<file path="src/ptt_pkg.sv">
// Shared types and constants of the position-triggered task table.
package ptt_pkg;

  localparam int TABLE_DEPTH = 16;
  localparam int CNT_W = $clog2(TABLE_DEPTH + 1);

  localparam logic [15:0] BLINK_RESET = 16'd200;
  localparam logic [31:0] TRACK_MAX = 32'd255;

  typedef enum logic [1:0] {
    CMD_INSERT = 2'd0,
    CMD_POLL   = 2'd1,
    CMD_REPOS  = 2'd2,
    CMD_NONE   = 2'd3
  } cmd_t;

  typedef enum logic [1:0] {
    KIND_LEFT  = 2'd0,
    KIND_RIGHT = 2'd1,
    KIND_TRACK = 2'd2,
    KIND_NOP   = 2'd3
  } kind_t;

  typedef enum logic [2:0] {
    ACT_ACCEPTED = 3'd0,
    ACT_FULL     = 3'd1,
    ACT_TOGGLE   = 3'd2,
    ACT_LED_OFF  = 3'd3,
    ACT_TRACK    = 3'd4,
    ACT_DONE     = 3'd5
  } action_t;

  typedef struct packed {
    logic signed [31:0] start;
    logic signed [31:0] stop;
    kind_t              kind;
    logic [31:0]        data;
  } entry_t;

  typedef enum logic [2:0] {
    OP_HOLD  = 3'd0,
    OP_LEFT  = 3'd1,
    OP_RIGHT = 3'd2,
    OP_NEW   = 3'd3,
    OP_HEAD  = 3'd4,
    OP_SHIFT = 3'd5
  } cell_op_t;

endpackage

</file>
<file path="src/ptt_cell.sv">
// One table slot: holds an entry, loads from its neighbors, the new entry or the head, or shifts by delta.
module ptt_cell (
  input  logic              clk,
  input  ptt_pkg::cell_op_t op,
  input  ptt_pkg::entry_t   left,
  input  ptt_pkg::entry_t   right,
  input  ptt_pkg::entry_t   fresh,
  input  ptt_pkg::entry_t   head,
  input  logic [31:0]       delta,
  output ptt_pkg::entry_t   q
);

  always_ff @(posedge clk) begin
    case (op)
      ptt_pkg::OP_LEFT:  q <= left;
      ptt_pkg::OP_RIGHT: q <= right;
      ptt_pkg::OP_NEW:   q <= fresh;
      ptt_pkg::OP_HEAD:  q <= head;
      ptt_pkg::OP_SHIFT: begin
        q.start <= q.start + delta;
        q.stop  <= q.stop + delta;
      end
      default: ;
    endcase
  end

endmodule

</file>
<file path="config.mk">
export PLATFORM = sky130hd
export DESIGN_NAME = ptt_cell
export DESIGN_NICKNAME = d
export VERILOG_FILES = /design/src/ptt_pkg.sv /design/src/ptt_cell.sv
export SDC_FILE = /design/constraint.sdc
export NUM_CORES = 1
export LEC_CHECK = 0
export ABC_AREA = 1
export BUFFER_PORTS_ARGS = -buffer_cell sky130_fd_sc_hd__buf_4
export CORE_AREA = 2 2 205 207
export CTS_BUF_LIST = sky130_fd_sc_hd__clkbuf_8
export CTS_CLUSTER_DIAMETER = 60
export DETAILED_ROUTE_END_ITERATION = 12
export DIE_AREA = 0 0 207 209
export GPL_TIMING_DRIVEN = 0
export SYNTH_ARGS = -nofsm -noshare
export SYNTH_HDL_FRONTEND = slang
export SYNTH_SLANG_ARGS = --single-unit
</file>
<file path="constraint.sdc">
create_clock -name clk -period 5.4 [get_ports clk]
set_clock_uncertainty 0.05 [all_clocks]
set_input_delay 0.27 -clock clk [delete_from_list [all_inputs] [get_ports clk]]
set_output_delay 0.27 -clock clk [all_outputs]
set_load 0.02 [all_outputs]
</file>
==> out/metrics.yaml <==
pwr:
  p_leak_uw: 0.008074
  p_per_area_nw_per_um2: 208.4
  swShare_pct: 43.98
  vdd_drop_max_mv: 0.1203
  p_int_uw: 1809
  clock_power_share_pct: 16.8
  power_uw: 3230
  pwr-share-comb_pct: 51.4
  pwr-share-seq_pct: 31.9
  p_sw_uw: 1421
place:
  gp_congestion: 0.9468
  port_buffers: 525
  post-dp-hpwl_um: 50960
global_route:
  first_global_vias: 13720
  grt_max_degree: 40
  antenna_found_initial: 7
  grt-ovfl-total: 0
  grt_util_all_layers_pct: 27.02
  grt_pass1_wl_um: 85080
route:
  drc_errors: 0
  wl_per_cell_um: 21.54
  dr.pass1.iters: 5
  dr_wl_met3_um: 4132
  vias: 13240
  first_iter_violations: 802
  totalWireLength_um: 59550
  via_per_inst: 4.790
  routed.top_layer: "met5"
  wl_met1_um: 22070
  drtAntennaViolNets: 0
  met2WireLength_um: 31140
yosys:
  yosysWarningCount: 0
  synth_area_um2: 10400
  ys.flop_type: "edfxtp_1"
  syn_inst: 1656
  avgSynthCellArea_um2: 6.281
  synth_edf_count: 98
  synth_top_area_share_pct: 28.29
  syn_nets: 2148
  yosys.area.top_type: "edfxtp_1"
  netlist_top_cells_area: "edfxtp_1 (28%), nand2_1 (26%), inv_1 (8.4%)"
  synth-async-reset-ratio_pct: 0
  seq_area_frac_synth_pct: 28.29
  ys_seq_elements: 98
  ys_types: 33
cts:
  root_buffer: "clkbuf_8"
  post_cts_buffers: 0
  cts_resized: 0
  cts.sink_count: 98
  cts_buffer_depth: 2
  insertion_delay_ps: 470
  cts.clk_slew.worst_paths_ps: 130
  cts_inserted_buffers: 9
  htreeDepth: 3
  cts_tree: "built"
floorplan:
  core-area_um2: 41290
  ioPinCount: 526
  die_h_um: 209
  chipWidth_um: 207
  dieArea_um2: 43260
  rows: 75
  start_util_pct: 25.19
hold_path:
  hp-class: "input port to flip-flop"
final_layout:
  drive_above_1_share_pct: 27.97
  syn2layout_area_growth_pct: 48.98
  largest_registers: "q: 98 flops"
  finalNetCount: 2711
  largest_reg_flops: 98
  top_register: "q"
sta:
  drv_slew: 0
  fin_crit_sh_pct: 51.36
  worstMarginPinSlew_ps: 1107
  setup_viol: 0
  min_period_ps: 2773
  setup_tns_ps: 0
  finalHoldWorstSlack_ps: 36.39
  max_clock_freq_mhz: 360.6
  finalHoldViolCount: 0
  relSlewSlack_pct: 26.22
  rsz0062_at_grt: "no"
run_status:
  status: "complete, no violations"
setup_path:
  worst_ep_arrival_time_ps: 2920
  end_kind: "flip-flop"
  critPathLaunchType: "flip-flop"
  worst-setup-path-type: "flip-flop to flip-flop"
  critical_path_required_ps: 5550
  crit_path_max_fanout: 5
job:
  drv_cap: 0
## Yosys cell counts, types with 11 or more instances
master    instances
a21oi_1          52
buf_2            18
ha_1             62
nand2_1         719
nand3_1         100
nand4_1          92
or2_2            11
a22oi_1          57
edfxtp_1         98
nor2_1           86
nand2_2          17
o21ai_0          11
inv_1           233
clkbuf_1         17
## critical path: stages, from the launching register on
cell and delay, ps:
edfxtp_1 370, ha_1 270, inv_1 80, fa_1 370, inv_1 220, nand3_1 100
nand3_1 190, nand3_1 110, nand3_1 290, nand2_1 150, nand2_1 100, nand2_1 50
nand3_1 80, nand4_1 80
## what timing repair did
action | 4_1_cts | 5_1_grt
endpoints found under the hold margin | 20 | 0
setup endpoints to repair | 0 | 0
hold buffers | 26 | 0
## layer usage
metal | up-vias | GRT usage, %
li1 | 6549 | -
met1 | 6121 | 28.58
met5 | - | 0
met3 | 71 | 6.598
met2 | 492 | 51.08
met4 | 10 | 10.76
## per-stage QoR
step                      area [µm²]  std cells  worst slack (ps)  utilization, %
after detailed placement       15050       2721              2653           36.44
after global placement         15020       2720             678.5           36.37
after global routing           15490       2764              2507           37.52
after floorplan                10400       1656              2677               -
final                          15500       2765              2627           37.53
after CTS                      15490       2763              2666           37.52
## cells by family (layout without fill, tap and decap cells)
| kind of cell | count (synthesis) | count (layout) | share of synthesized area [%] |
|---|---|---|---|
| buf+inv | 287 | 855 | 11.03 |
| simple gates | 1055 | 1055 | 43.08 |
| fa+ha+maj | 64 | 64 | 7.843 |
| other cells | 0 | 2 | 0 |
| xor+xnor | 6 | 6 | 0.5052 |
| flops | 98 | 98 | 28.29 |
| compound gates | 146 | 146 | 9.251 |
## cells in the final DEF, fill, tap and decap left out, drive strengths merged
| cell type | n |
|---|---|
| o211ai | 1 |
| o21bai | 4 |
| edfxtp | 98 |
| o2111ai | 6 |
| nand3b | 8 |
| nor3 | 7 |
| nand4 | 92 |
| xor2 | 2 |
| nand2 | 736 |
| clkinv | 2 |
| clkbuf | 27 |
| xnor2 | 4 |
| dlygate4sd3 | 26 |
| inv | 245 |
| a21o | 7 |
| clkinvlp | 1 |
| nand3 | 105 |
| fa | 2 |
| o21ai | 11 |
| a21oi | 54 |
| buf | 554 |
| a22oi | 57 |
| nor2 | 92 |
| diode | 2 |
| a221oi | 6 |
| or2 | 15 |
| ha | 62 |
## worst paths after layout
check        startpoint  endpoint  slack [ps]  cells after the start
min reg2reg       q[66]     q[66]         670                      3
min            fresh[3]      q[3]          40                      3
max reg2reg       q[66]     q[94]        2630                     13
max               q[66]     q[94]        2630                     13
## power groups by stage
stage | Combinational, µW | Clock (µW) | Sequential (µW)
after floorplan | 780 | 0 | 1140
after global placement | 1620 | 0 | 1050
after detailed placement | 1640 | 0 | 1050
after CTS | 1660 | 556 | 1030
after global routing | 1820 | 572 | 1040
final | 1660 | 541 | 1030
## final cells by class
class | instances | area (µm²)
clock buffer | 9 | 123.9
clock inverter | 7 | 60.06
multi-input combinational | 1271 | 6321
antenna | 2 | 5.005
fill | 4569 | 25790
sequential | 98 | 2943
tap | 539 | 674.4
timing repair buffer | 552 | 4222
buffer | 46 | 242.7
inverter | 241 | 904.6
Note: power is estimated with default switching activity, not from simulation.
